<file path="src/rtl/lcc_pkg.sv">
// Shared types and constants for the Luhn card number classifier.
package lcc_pkg;

  localparam int CARD_W  = 63;
  localparam int DIGIT_W = 4;
  localparam int COUNT_W = 5;
  localparam int PAIR_W  = 7;
  localparam int KIND_W  = 2;
  localparam int SUM_W   = 4;

  // Card kind codes.
  localparam logic [KIND_W-1:0] KIND_INVALID = 2'd0;
  localparam logic [KIND_W-1:0] KIND_PFX_3X  = 2'd1;
  localparam logic [KIND_W-1:0] KIND_PFX_5X  = 2'd2;
  localparam logic [KIND_W-1:0] KIND_PFX_4X  = 2'd3;

  // Running Luhn state handed from one digit cell to the next.
  typedef struct packed {
    logic [SUM_W-1:0]   sum;    // Luhn sum modulo ten
    logic [COUNT_W-1:0] count;  // position of the highest nonzero digit plus one
    logic [DIGIT_W-1:0] hi;     // highest nonzero digit seen so far
    logic [DIGIT_W-1:0] lo;     // digit just below it
  } luhn_acc_t;

endpackage

</file>
<file path="src/rtl/lcc_dabble_cell.sv">
// One shift-add-3 cell of the binary to BCD conversion chain.
module lcc_dabble_cell #(
  parameter int NDIG = 19
) (
  input  logic                           clk,
  input  logic                           rst,
  input  logic                           en,
  input  logic                           in_valid,
  input  logic [lcc_pkg::CARD_W-1:0]     in_bin,
  input  logic [NDIG*lcc_pkg::DIGIT_W-1:0] in_bcd,
  output logic                           out_valid,
  output logic [lcc_pkg::CARD_W-1:0]     out_bin,
  output logic [NDIG*lcc_pkg::DIGIT_W-1:0] out_bcd
);
  import lcc_pkg::*;

  localparam int BCD_W = NDIG * DIGIT_W;

  logic [BCD_W-1:0] adj;

  // Add three to every digit of five or more so that the shift doubles in decimal.
  always_comb begin
    for (int i = 0; i < NDIG; i++) begin
      if (in_bcd[i*DIGIT_W +: DIGIT_W] >= 4'd5) begin
        adj[i*DIGIT_W +: DIGIT_W] = in_bcd[i*DIGIT_W +: DIGIT_W] + 4'd3;
      end else begin
        adj[i*DIGIT_W +: DIGIT_W] = in_bcd[i*DIGIT_W +: DIGIT_W];
      end
    end
  end

  // Shift the next binary bit in; the carry out of the top digit is dropped.
  always_ff @(posedge clk) begin
    if (rst) begin
      out_valid <= 1'b0;
    end else if (en) begin
      out_valid <= in_valid;
    end
  end

  always_ff @(posedge clk) begin
    if (en) begin
      out_bcd <= {adj[BCD_W-2:0], in_bin[CARD_W-1]};
      out_bin <= {in_bin[CARD_W-2:0], 1'b0};
    end
  end

endmodule

</file>
<file path="config.mk">
export PLATFORM = sky130hd
export DESIGN_NAME = lcc_dabble_cell
export DESIGN_NICKNAME = d
export VERILOG_FILES = /design/src/rtl/lcc_pkg.sv /design/src/rtl/lcc_dabble_cell.sv
export SDC_FILE = /design/constraint.sdc
export NUM_CORES = 1
export LEC_CHECK = 0
export ABC_AREA = 1
export ABC_CLOCK_PERIOD_IN_PS = 900
export BUFFER_PORTS_ARGS = -buffer_cell sky130_fd_sc_hd__buf_4
export CORE_ASPECT_RATIO = 0.9
export CORE_MARGIN = 1
export CORE_UTILIZATION = 40
export CTS_BUF_LIST = sky130_fd_sc_hd__clkbuf_4
export DETAILED_ROUTE_END_ITERATION = 10
export PLACE_DENSITY = 0.72
export SYNTH_ARGS = -nofsm -noshare
export SYNTH_HDL_FRONTEND = slang
export SYNTH_SLANG_ARGS = --single-unit
</file>
<file path="constraint.sdc">
create_clock -name clk -period 0.9 [get_ports clk]
set_clock_uncertainty 0.1 [all_clocks]
set_input_delay 0.045 -clock clk [delete_from_list [all_inputs] [get_ports clk]]
set_output_delay 0.045 -clock clk [all_outputs]
set_load 0.005 [all_outputs]
</file>
# --- Word-level counts from Yosys, hierarchy flattened ---
# Index checks and enable logic that the tools add are counted.
totals:
  regBits: 139
  input_bits: 143
  word_cells: 60
  output_inout_bits: 140
classes:
  n_mux: 19
  add_sub_neg: 19
  n_lt_le_gt_ge: 19
ops:
  columns: ["op", "count"]
  rows:
  - ["4-bit by 3-bit greater-or-equal comparator with 1-bit output, second input constant", 19]
  - ["4-bit by 2-bit adder with 4-bit output, second input constant", 18]
  - ["4-bit 2-to-1 mux", 18]
  - ["3-bit by 2-bit adder with 3-bit output, second input constant", 1]
  - ["3-bit 2-to-1 mux", 1]

# --- Depth between registers and ports, before layout ---
logic_depth:
  depth_word: 2
  mapped_depth: 7

# --- Worst setup path after synthesis ---
# OpenSTA, ideal clock, no wires.
synth_path:
  kind: "input-to-reg"
  startpoint: "input port in_bcd[8] (netlist bit)"
  endpoint: "register out_bcd[10] (netlist bit) (data pin)"
  t_arrival_ns: 0.618
  stages: 6
  path_slack_ns: -0.071
  t_required_ns: 0.547
  path_cell_list: "inv_1 -> ha_1 -> nor2_4 -> nor2_4 -> nand2_1 -> o21ai_2"
synth_between:
  elab_chain_cells: 2
synth_lines:
  columns: ["element", "line", "source"]
  rows:
  - ["start, declared", "lcc_dabble_cell.sv:10", "input logic [NDIG*lcc_pkg::DIGIT_W-1:0] in_bcd,"]
  - ["4-bit by 2-bit adder with 4-bit output or 4-bit by 3-bit greater-or-equal comparator with 1-bit output (tied branches)", "lcc_dabble_cell.sv:25, lcc_dabble_cell.sv:24", null]
  - ["4-bit 2-to-1 mux *", "lcc_dabble_cell.sv:24", "if (in_bcd[i*DIGIT_W +: DIGIT_W] >= 4'd5) begin"]
  - ["net adj[9]", "lcc_dabble_cell.sv:19", "logic [BCD_W-1:0] adj;"]
  - ["end signal, assigned", "lcc_dabble_cell.sv:43", "out_bcd <= {adj[BCD_W-2:0], in_bin[CARD_W-1]};"]
  - ["end, declared", "lcc_dabble_cell.sv:13", "output logic [NDIG*lcc_pkg::DIGIT_W-1:0] out_bcd"]
# The timed path passes the listed nets; every way through them passes the cells marked *.
# A chain may end at the register's enable or synchronous reset.

# --- Worst setup path in the final report ---
layout_path:
  startpoint: "register out_bcd[12] (netlist bit)"
  endpoint: "output port out_bcd[12] (netlist bit)"
# No word-level cell between the ends.

==> metrics.csv <==
metric;value;unit
synth_ff_type;edfxtp_1;
vias;6239;
root_buffer;clkbuf_4;
clock_path_buffers;2;
critPathBufInv;1;
die_h;122;um
antenna_found_initial;1;
muxShareOfSynthArea;0;%
start_util;41.1;%
drt-total-wl;21900;um
layout.nets;1243;
crit_fanout;1;
rows;43;
fin_crit_sh;147;%
vdd_drop_max;0.984;mV
drt_iter0_drc;242;
slowest_stage;edfxtp_1;
critPathArrivalTime;1.18;ns
critPathTopFamily;flip-flops;
overflow;0;
drive_gt1_share;46.0;%
via_per_inst;4.88;
setup_ws;-0.424;ns
synth_warnings;0;
cellPowerDensity;1380;mW/mm^2
post_drt_wl_per_cell;17.1;um
cts_tree;done;
grt.met2_usage;47.1;%
grt_first_pass_wirelength;30700;um
synth_area;0.00635;mm^2
grt_pass1_vias;6423;
worstSkewPairLatency;0.57;ns
place_hpwl;13500;um
period_needed;1.32;ns
crit_chain;buf_6;
nFillCells;883;
grt_busiest_layer;met2;
critPathRequiredTime;0.75;ns
ant_nets;0;
area_growth;87.5;%
async_flop_share;0;%
violations;negative hold slack, negative setup slack;
path_class;flip-flop to primary output;
hold_ws;-0.191;ns
synthCells;547;
yosys.area_share.simple;11.7;%
synth-compound-area-share;9.43;%
cap_violations;0;
mostFrequentLayoutCells;buf_4 (276), dlygate4sd3_1 (157), edfxtp_1 (138);
hp-class;input pin to flip-flop;
finalMaxSlewViolations;0;
grt_setup_unrepaired;true;
grtUsageMet3;8.82;%
place_ws;-0.305;ns
ios;283;
drt_first_pass_iters;5;
start_kind;flip-flop;
numPortBuffers;281;
crit_path_max_incr_delay;0.46;ns
numClockSinks;139;
synth-xor-area-share;0.138;%
synth.distinct_cells;22;
use_met1;23.4;%
r2r_slack;0.15;ns
grt_usage;25.0;%
drc;0;
outcome;finished with violations;
layout_commonest_cell;buf_4;
die_area;0.0164;mm^2
synth_top_family_by_area;simple AND/OR/NAND/NOR gates;
ys_ff_latch;139;
gp_congestion;0.838;
die_w;135;um
cp-end-kind;primary output;
cts-buffers-inserted;17;
ys_seq_area_share;65.6;%
path_clk_slew;0.14;ns
htree_levels;4;
synth_edf_count;138;
hold_viol_final;29;
coreArea;0.0154;mm^2
fmax;755;MHz
grt_start_max_net_pins;34;
power_leakage;5.26;nW
synthAdderAreaFrac;7.48;%
setup_viol;214;
syn_nets;728;
syn_area_per_cell;11.6;um^2
==> path summary, 6_finish.rpt <==
| path | depth (start not counted) | end | from |
|---|---|---|---|
| worst min register to register | 2 | out_valid | out_valid |
| worst max register to register | 2 | out_valid | out_valid |
| worst min-delay path | 3 | out_bcd[34] | in_bcd[33] |
| worst max-delay path | 1 | out_bcd[12] | out_bcd[12] |
==> final cells by class <==
cell class | instances | area [um^2] | area share, %
clock buffers | 17 | 128 | 1.07
well taps | 202 | 253 | 2.12
diodes | 1 | 2.50 | 0.0210
flip-flops and latches | 139 | 4170 | 35.0
multi-input cells | 314 | 2210 | 18.5
clock inverters | 15 | 176 | 1.48
repair buffers | 497 | 4410 | 37.0
inverters | 93 | 568 | 4.77
==> report_power, final <==
part | switching (mW) | internal, mW
combinational | 1.71 | 2.29
sequential | 0.238 | 7.81
clock | 2.65 | 1.75
total | 4.59 | 11.8
==> cells in the mapped netlist, types with 3 or more instances <==
cell type / number / area (um^2)
edfxtp_1: 138 / 4140
nand2_1: 116 / 435
inv_1: 90 / 338
o21ai_0: 50 / 250
ha_1: 38 / 475
nand3_1: 33 / 165
a21oi_1: 29 / 145
o21ai_2: 18 / 158
nor2_1: 11 / 41.3
nor2_4: 6 / 67.6
a21oi_2: 3 / 26.3
inv_2: 3 / 11.3
nand2_2: 3 / 18.8
==> layer usage <==
layer	wire length (um)	part of all wire, %
met4	1030	4.7
met3	1960	9.0
met2	11900	54
met5	0	0
met1	7000	32
==> sequential cells by signal (all words and copies together) (netlist names) <==
signal and flops:
out_bin 62, out_bcd 76, out_valid 1
==> cells by family (layout without fill, tap and decap cells) <==
| logic type | Yosys count | in the layout |
|---|---|---|
| and+or+nand+nor | 171 | 171 |
| DFF | 139 | 139 |
| AOI/OAI and AO/OA | 103 | 103 |
| buffers and inverters | 94 | 622 |
| adders and majority gates | 38 | 38 |
| other | 1 | 2 |
| xor gates and xnor gates | 1 | 1 |
==> stage by stage <==
stage / instance area, um^2 / setup TNS (ns) / utilization, % / cells / total power, mW
finish: 11900 / -66.93 / 77.1 / 1278 / 16.4
global route: 11900 / -76.71 / 77.1 / 1278 / 17.1
CTS: 11600 / -67.72 / 75.4 / 1272 / 16.1
detailed placement: 9710 / -13.73 / 62.9 / 1086 / 11.2
global placement: 9710 / -10.70 / 62.9 / 1086 / 11.1
floorplan: 6860 / -0.166 / - / 547 / 9.05
==> what timing repair did <==
action                     in CTS  in global routing
hold buffers                  154                 46
resized for setup              23                 83
setup endpoints to repair     139                214
setup buffers                   0                  2
hold endpoints to repair      277                 59
pin swaps                       0                 12
No activity file was read; power rests on OpenSTA's default activity.
