`src/rtl/lcc_pkg.sv`:
```
// Shared types and constants for the Luhn card number classifier.
package lcc_pkg;

  localparam int CARD_W  = 63;
  localparam int DIGIT_W = 4;
  localparam int COUNT_W = 5;
  localparam int PAIR_W  = 7;
  localparam int KIND_W  = 2;
  localparam int SUM_W   = 4;

  // Card kind codes.
  localparam logic [KIND_W-1:0] KIND_INVALID = 2'd0;
  localparam logic [KIND_W-1:0] KIND_PFX_3X  = 2'd1;
  localparam logic [KIND_W-1:0] KIND_PFX_5X  = 2'd2;
  localparam logic [KIND_W-1:0] KIND_PFX_4X  = 2'd3;

  // Running Luhn state handed from one digit cell to the next.
  typedef struct packed {
    logic [SUM_W-1:0]   sum;    // Luhn sum modulo ten
    logic [COUNT_W-1:0] count;  // position of the highest nonzero digit plus one
    logic [DIGIT_W-1:0] hi;     // highest nonzero digit seen so far
    logic [DIGIT_W-1:0] lo;     // digit just below it
  } luhn_acc_t;

endpackage

```
`src/rtl/lcc_luhn_cell.sv`:
```
// One digit cell of the Luhn chain: folds one decimal digit into the running state.
module lcc_luhn_cell #(
  parameter int NDIG = 19,
  parameter int POS  = 0
) (
  input  logic                             clk,
  input  logic                             rst,
  input  logic                             en,
  input  logic                             in_valid,
  input  logic [NDIG*lcc_pkg::DIGIT_W-1:0] in_bcd,
  input  lcc_pkg::luhn_acc_t               in_acc,
  output logic                             out_valid,
  output logic [NDIG*lcc_pkg::DIGIT_W-1:0] out_bcd,
  output lcc_pkg::luhn_acc_t               out_acc
);
  import lcc_pkg::*;

  localparam int PREV = (POS > 0) ? POS - 1 : 0;

  logic [DIGIT_W-1:0] dig;
  logic [DIGIT_W-1:0] prev_dig;
  logic [DIGIT_W:0]   dbl;
  logic [DIGIT_W-1:0] term;
  logic [SUM_W:0]     sum_raw;
  luhn_acc_t          acc_next;

  assign dig      = in_bcd[POS*DIGIT_W +: DIGIT_W];
  assign prev_dig = (POS > 0) ? in_bcd[PREV*DIGIT_W +: DIGIT_W] : '0;
  assign dbl      = {dig, 1'b0};

  // Digits in odd positions from the right are doubled and their digits summed.
  always_comb begin
    if ((POS % 2) == 1) begin
      term = (dbl > 5'd9) ? DIGIT_W'(dbl - 5'd9) : dbl[DIGIT_W-1:0];
    end else begin
      term = dig;
    end
  end

  // Accumulate modulo ten and track the leading nonzero digit and its neighbor.
  always_comb begin
    acc_next = in_acc;
    sum_raw  = {1'b0, in_acc.sum} + {1'b0, term};
    acc_next.sum = (sum_raw >= 5'd10) ? SUM_W'(sum_raw - 5'd10) : sum_raw[SUM_W-1:0];
    if (dig != '0) begin
      acc_next.count = COUNT_W'(POS + 1);
      acc_next.hi    = dig;
      acc_next.lo    = prev_dig;
    end
  end

  always_ff @(posedge clk) begin
    if (rst) begin
      out_valid <= 1'b0;
    end else if (en) begin
      out_valid <= in_valid;
    end
  end

  always_ff @(posedge clk) begin
    if (en) begin
      out_bcd <= in_bcd;
      out_acc <= acc_next;
    end
  end

endmodule

```
`config.mk`:
```
export PLATFORM = sky130hd
export DESIGN_NAME = lcc_luhn_cell
export DESIGN_NICKNAME = d
export VERILOG_FILES = /design/src/rtl/lcc_pkg.sv /design/src/rtl/lcc_luhn_cell.sv
export SDC_FILE = /design/constraint.sdc
export NUM_CORES = 1
export LEC_CHECK = 0
export ABC_AREA = 1
export BUFFER_PORTS_ARGS = -buffer_cell sky130_fd_sc_hd__buf_2
export CORE_MARGIN = 8
export CORE_UTILIZATION = 43
export DETAILED_ROUTE_END_ITERATION = 7
export PLACE_DENSITY_LB_ADDON = 0.25
export SLEW_MARGIN = 25
export SYNTH_ARGS = -nofsm -noshare
export SYNTH_HDL_FRONTEND = slang
export SYNTH_SLANG_ARGS = --single-unit
```
`constraint.sdc`:
```
create_clock -name clk -period 1.9 [get_ports clk]
set_clock_uncertainty 0.1 [all_clocks]
set_input_delay 0.095 -clock clk [delete_from_list [all_inputs] [get_ports clk]]
set_output_delay 0.095 -clock clk [all_outputs]
set_load 0.005 [all_outputs]
```
Word level (Yosys, flattened, before mapping)
Index checks and enable logic that the tools add are counted.
Cells by class
  multiplexer cells: 2
  reductions and logical operators: 1
  add/sub/neg operators: 2
  order comparisons: 1
Operators by type and width (number)
  8-bit two-way mux: 1
  4-bit by 4-bit adder with 5-bit output: 1
  5-bit by 4-bit greater-or-equal comparator with 1-bit output (second input constant): 1
  4-bit two-way mux: 1
  4-bit nonzero test: 1
  4-bit subtractor (second input constant): 1
Word-level totals
  flip-flop bits (word level): 94
  output and inout bits: 94
  word-level logic and storage cells: 12

Longest topological paths before layout
Gate-level depths: netlist (run 1).
  depth in word-level cells: 3
  depth in mapped cells: 12

Worst setup path before layout (run 1)
OpenSTA, ideal clock, no wires.
  path type: input to register
  start: input port in_bcd[0] in the netlist's numbering
  end: register out_acc[14] in the netlist's numbering, data pin
  arrival time: 1.377 ns
  setup slack: 0.171 ns
  stages: 11
  library setup time: 0.252 ns
  cell sequence: ha_1 fa_1 inv_1 nand2_1 nand2_1 inv_1 ha_1 nand2_1 nand3_2 nand3_1 nand2_1
RTL lines
  start: declaration: RTL line lcc_luhn_cell.sv:10  | input logic [NDIG*lcc_pkg::DIGIT_W-1:0] in_bcd,
  end signal: assignment: RTL line lcc_luhn_cell.sv:63  | out_acc <= acc_next;
  end: declaration: RTL line lcc_luhn_cell.sv:14  | output lcc_pkg::luhn_acc_t out_acc

==> results.txt, run 1 <==
Post-synth top area share -> 86.81%
Inserted Clock Buffers -> 9
Horiz. Die Dim -> 102.5 um
Pwr/cell area -> 796.1 mW/mm2
Crit. End Element -> flip-flop
Largest net degree at the start of global routing -> 55
Clock-pin slew on the worst setup and hold paths -> 0.09 ns
Worst-path fanout max -> 4
Syn-to-layout area delta -> 70.17%
HPWL Detailed -> 6466 um
First-pass GRT wire length -> 14060 um
PortBufs -> 190
Synth warn -> 0
Rows -> 31
Switching pwr -> 1.045 mW
WHS -> 0.01643 ns
Status -> finished clean
Post-CTS setup buffer count -> 0
Sequential-to-total area share from yosys stat -> 87.44%
Ranking of synthesized cells by area -> edfxtp_1 (87%), inv_1 (2.5%), nand2_1 (2.5%)
Arrival @ worst endpoint -> 1.79 ns
Total internal power -> 3.312 mW
GPL Wtd Cong -> 0.7493
Mapped Cells -> 171
Commonest cells after routing, fill and taps aside -> buf_2 (189), edfxtp_1 (93), dlygate4sd3_1 (92)
GRT Residual Overflow -> 0
Peak VDD IR -> 376.1 uV
RSZ-0062 raised after global routing -> no
Final hold vios -> 0
DR vias -> 2539
Vert. Die Dim -> 102.5 um
Area leader, netlist -> edfxtp_1
Flops & latches, synth -> 94
Tmin final -> 1.775 ns
Detail Route Antenna Nets -> 0
Number of antenna violations at the first check in global routing -> 0
Setup violators final -> 0
WS Path Type -> input pin to flip-flop
Placed Cells -> 463
Initial core utilization -> 44.35%
Syn Area/Cell -> 18.81 um2
Nets@finish -> 570
Initial drt markers -> 108
Routed len/inst -> 17.26 um
IO Pins -> 191
Sequential share of power -> 57.5%
Skew-Pair Late Insertion Delay -> 0.35 ns
Switching Share -> 23.99%
Setup crit start kind -> input pin
Layout fillers -> 434
Hold Path Origin -> in_bcd[1]
GRT Total Usage -> 18.49%
Worst slew pin tran -> 0.2689 ns
Root buffer cell -> clkbuf_8
Final worst path period share -> 93.44%
Pleak -> 2.444 nW
CP startpoint -> in_bcd[2]
Pre-antenna DRT Iters -> 4
Ant. Diodes -> 0
Worst Hold Class -> input pin to flip-flop
Total nets after synthesis -> 274
Max Freq -> 563.3 MHz
Clk sink count -> 94
Final non-filler cell total -> 571
Clock Path Buffers -> 2
Commonest non-fill, non-tap cell in the layout -> buf_2
Core area -> 0.007253 mm2
Vias in the first global route -> 2661
CTS tree -> built
Synth cell types -> 17
Share of power burned in combinational logic -> 14.7%
Crit path required time -> 1.92 ns
H-Tree Depth -> 3
Max-cap violations -> 0
Max-slew violation count -> 0
Vias per cell -> 4.447
Final Power -> 4.358 mW
Layout cells sized above 1 -> 47.03%
Clock power frac -> 27.8%
Wirelength, routed -> 9858 um
Die area -> 0.01050 mm2
Relative slew margins -> 82.07%
Residual DRC -> 0
Synthesized area -> 0.003217 mm2
Worst reg2reg startpoint -> out_valid
-- Yosys cell counts --
cell type  count
dfxtp_1        1
o21ai_0        1
nand4_4        1
nor2_1        11
a21oi_1        1
fa_1           1
nand3_2        2
o21ai_1        1
ha_1           5
inv_1         21
or2_2          1
nand2_1       21
edfxtp_1      93
nand2_2        2
inv_2          2
mux2i_1        1
nand3_1        6
-- cells by family (layout without fill, tap and decap cells) --
logic type / after synthesis / count (layout) / synth area share [%]
DFF: 94 / 94 / 87.44
and+or+nand+nor: 44 / 44 / 6.535
buffers and inverters: 23 / 324 / 2.684
adders and majority gates: 6 / 6 / 2.567
AOI/OAI and AO/OA: 3 / 3 / 0.4663
muxes: 1 / 1 / 0.3112
-- registers in the layout, summed over array words and instances (netlist names) --
register / cells
out_acc: 17
out_valid: 1
out_bcd: 76
-- path summary, 6_finish.rpt --
| kind | slack [ns] | cells past startpoint | end |
|---|---|---|---|
| worst max-delay path | 0.12 | 13 | out_acc[15] |
| worst min-delay path | 0.02 | 3 | out_acc[5] |
| worst max register to register | 0.66 | 3 | out_valid |
| worst min register to register | 0.95 | 3 | out_valid |
-- final cells by class --
| type | count | area, um2 | share of cell area [%] |
|---|---|---|---|
| flip-flops and latches | 94 | 2813 | 51.38 |
| repair buffers | 285 | 1922 | 35.11 |
| multi-input cells | 54 | 347.8 | 6.354 |
| clock buffers | 9 | 123.9 | 2.263 |
| well taps | 99 | 123.9 | 2.263 |
| inverters | 23 | 86.33 | 1.577 |
| clock inverters | 7 | 57.56 | 1.051 |
-- layer usage --
| metal | share of wire (%) | up-vias | global-route usage (%) |
|---|---|---|---|
| met5 | 0 | - | 0 |
| met4 | 1.9 | 0 | 9.029 |
| met3 | 9.0 | 16 | 4.254 |
| met2 | 56 | 114 | 35.76 |
| met1 | 33 | 1207 | 17.85 |
| li1 | - | 1202 | - |
-- metrics by stage --
stage	utilization (%)	TNS [ns]	cell area (um2)	setup WS, ns
finish	75.47	0	5474	0.1246
global route	75.47	0	5474	0.01298
CTS	75.06	0	5444	0.009736
detailed placement	59.86	-0.1484	4342	-0.07563
global placement	59.86	-0.003200	4342	-0.003200
floorplan	-	0	3217	0.1710
-- power groups by stage --
stage | combinational, mW | clock [mW] | sequential, mW
floorplan | 0.0945 | 0 | 2.58
finish | 0.639 | 1.21 | 2.51
CTS | 0.623 | 1.24 | 2.50
global route | 0.697 | 1.31 | 2.52
global placement | 0.460 | 0 | 2.54
detailed placement | 0.470 | 0 | 2.55
-- worst max-delay path, cell delays in order --
cell and delay [ns]:
dlygate4sd3_1 0.52, buf_2 0.15, ha_4 0.29, inv_2 0.05
nand2_2 0.07, nand2_2 0.06, inv_1 0.06, ha_2 0.17
nand2_1 0.06, nand3_2 0.10, nand2_2 0.06, nand2_1 0.06
nand2_1 0.05
-- what timing repair did --
action | CTS | global route
endpoints found under the hold margin | 91 | 0
resized for setup | 0 | 6
hold buffers | 92 | 0
endpoints found under the setup margin | 0 | 2
No activity file was read; power rests on OpenSTA's default activity.
==> run 2, diff against run 1 <==
- MAX_ROUTING_LAYER: unset -> met4
==> results.txt, run 2 (same netlist as run 1, synthesis figures left out) <==
Sequential share of power -> 57.6% (was 57.5%)
Status -> finished clean (unchanged)
Reg with most FFs -> out_bcd (unchanged)
Clock power frac -> 27.8% (about the same)
Tmin final -> 1.778 ns (was 1.775 ns)
Commonest cells after routing, fill and taps aside -> buf_2 (189), edfxtp_1 (93), dlygate4sd3_1 (92) (unchanged)
IO Pins -> 191 (unchanged)
Die area -> 0.01050 mm2 (unchanged)
Arrival @ worst endpoint -> 1.79 ns (about the same)
Crit path required time -> 1.92 ns (about the same)
Wirelength, routed -> 9859 um (was 9858 um)
Post-route design area -> 0.005474 mm2 (unchanged)
Layout fillers -> 434 (unchanged)
Final hold vios -> 0 (unchanged)
Ant. Diodes -> 0 (unchanged)
Rows -> 31 (unchanged)
Pre-CTS WS -> -0.07563 ns (unchanged)
Horiz. Die Dim -> 102.5 um (unchanged)
Final worst path period share -> 93.56% (was 93.44%)
First-pass GRT wire length -> 14080 um (was 14060 um)
R2R Setup Slk -> 0.66 ns (about the same)
Setup crit start kind -> input pin (unchanged)
RSZ-0062 raised after global routing -> no (unchanged)
Max Freq -> 562.5 MHz (was 563.3 MHz)
Largest regs -> out_bcd: 76 flops, out_acc: 17 flops, out_valid: 1 flops (unchanged)
Placed Cells -> 463 (unchanged)
GRT Residual Overflow -> 0 (unchanged)
Vias per cell -> 4.450 (was 4.447)
Commonest non-fill, non-tap cell in the layout -> buf_2 (unchanged)
Core area -> 0.007253 mm2 (unchanged)
Max-slew violation count -> 0 (unchanged)
Layout cells sized above 1 -> 47.03% (unchanged)
Final Power -> 4.355 mW (was 4.358 mW)
CP max stage delay -> 0.52 ns (about the same)
Clock Path Buffers -> 2 (unchanged)
Peak VDD IR -> 376.1 uV (about the same)
FF/Latch Area -> 0.002813 mm2 (unchanged)
Worst slew pin tran -> 0.2695 ns (was 0.2689 ns)
WS Path Type -> input pin to flip-flop (unchanged)
Max-cap violations -> 0 (unchanged)
Area of the multi-input gates -> 347.8 um2 (unchanged)
Pwr/cell area -> 795.6 mW/mm2 (was 796.1 mW/mm2)
Total internal power -> 3.312 mW (unchanged)
HPWL Detailed -> 6466 um (unchanged)
Max FFs per register -> 76 (unchanged)
Setup violators final -> 0 (unchanged)
Clk sink count -> 94 (unchanged)
Share of power burned in combinational logic -> 14.7% (about the same)
Switching pwr -> 1.043 mW (was 1.045 mW)
GPL Wtd Cong -> 0.7589 (was 0.7493)
Initial drt markers -> 119 (was 108)
Worst-path fanout max -> 4 (unchanged)
Vert. Die Dim -> 102.5 um (unchanged)
Post-CTS setup buffer count -> 0 (unchanged)
Crit. End Element -> flip-flop (unchanged)
Vias in the first global route -> 2661 (unchanged)
Clock-pin slew on the worst setup and hold paths -> 0.09 ns (about the same)
Switching Share -> 23.95% (was 23.99%)
H-Tree Depth -> 3 (unchanged)
CP max stage cell -> dlygate4sd3_1 (unchanged)
Largest net degree at the start of global routing -> 55 (unchanged)
Initial core utilization -> 44.35% (unchanged)
Final worst slack -> 0.1223 ns (was 0.1246 ns)
Final Util -> 75.47% (unchanged)
PortBufs -> 190 (unchanged)
Worst Hold Class -> input pin to flip-flop (unchanged)
Relative slew margins -> 82.03% (was 82.07%)
GRT Total Usage -> 19.03% (was 18.49%)
Routed len/inst -> 17.27 um (was 17.26 um)
Syn-to-layout area delta -> 70.17% (unchanged)
Number of antenna violations at the first check in global routing -> 0 (unchanged)
Inserted Clock Buffers -> 9 (unchanged)
Nets@finish -> 570 (unchanged)
Pleak -> 2.444 nW (unchanged)
Final non-filler cell total -> 571 (unchanged)
Area after DPL -> 0.004342 mm2 (unchanged)
Root buffer cell -> clkbuf_8 (unchanged)
Residual DRC -> 0 (unchanged)
Cells along the critical path -> dlygate4sd3_1, buf_2, ha_4, inv_2, nand2_2, nand2_2, inv_1, ha_2, nand2_1, nand3_2, nand2_2, nand2_1, nand2_1 (unchanged)
DR vias -> 2541 (was 2539)
Detail Route Antenna Nets -> 0 (unchanged)
Pre-antenna DRT Iters -> 4 (unchanged)
CTS tree -> built (unchanged)
Skew-Pair Late Insertion Delay -> 0.35 ns (about the same)
run 2: cell type report:
| type | instances | area share [%] |
|---|---|---|
| repair buffers | 285 | 35.11 |
| flip-flops and latches | 94 | 51.38 |
| multi-input cells | 54 | 6.354 |
| well taps | 99 | 2.263 |
| clock buffers | 9 | 2.263 |
| clock inverters | 7 | 1.051 |
| inverters | 23 | 1.577 |
run 2: path summary, 6_finish.rpt:
check / startpoint / to / cells past startpoint
max: in_bcd[2] / out_acc[15] / 13
min: in_bcd[1] / out_acc[5] / 3
min reg2reg: out_valid / out_valid / 3
max reg2reg: out_valid / out_valid / 3
run 2: power by group through the flow:
| stage | sequential (mW) | combinational, mW | clock (mW) |
|---|---|---|---|
| CTS | 2.50 | 0.623 | 1.24 |
| finish | 2.51 | 0.639 | 1.21 |
| global route | 2.52 | 0.697 | 1.31 |
| global placement | 2.54 | 0.460 | 0 |
| floorplan | 2.58 | 0.0945 | 0 |
| detailed placement | 2.55 | 0.470 | 0 |
run 2: timing repair:
action                                  in CTS  in global routing
endpoints found under the setup margin       0                  2
hold endpoints to repair                    91                  0
resized for setup                            0                  6
hold buffers                                92                  0
run 2: worst max-delay path: cells and delay by family:
family | cells | cell delay, ns
buffers and inverters | 4 | 0.78
AND/OR/NAND/NOR | 7 | 0.46
adder cells (fa/ha/maj) | 2 | 0.46
run 2: through the flow:
| step | hold WS (ns) | setup TNS, ns |
|---|---|---|
| floorplan | 0.06738 | 0 |
| global placement | 0.1552 | -0.003200 |
| detailed placement | 0.1561 | -0.1484 |
| CTS | 0.01034 | 0 |
| global route | 0.02982 | 0 |
| finish | 0.01755 | 0 |
run 2: layer usage:
layer | routed length, um | share of wire [%] | global-route usage, % | up-vias
li1 | - | - | - | 1200
met1 | 3295 | 33 | 17.98 | 1210
met2 | 5508 | 56 | 35.86 | 114
met3 | 856 | 8.7 | 4.119 | 17
met4 | 199 | 2.0 | 8.691 | 0
met5 | 0 | 0 | - | -
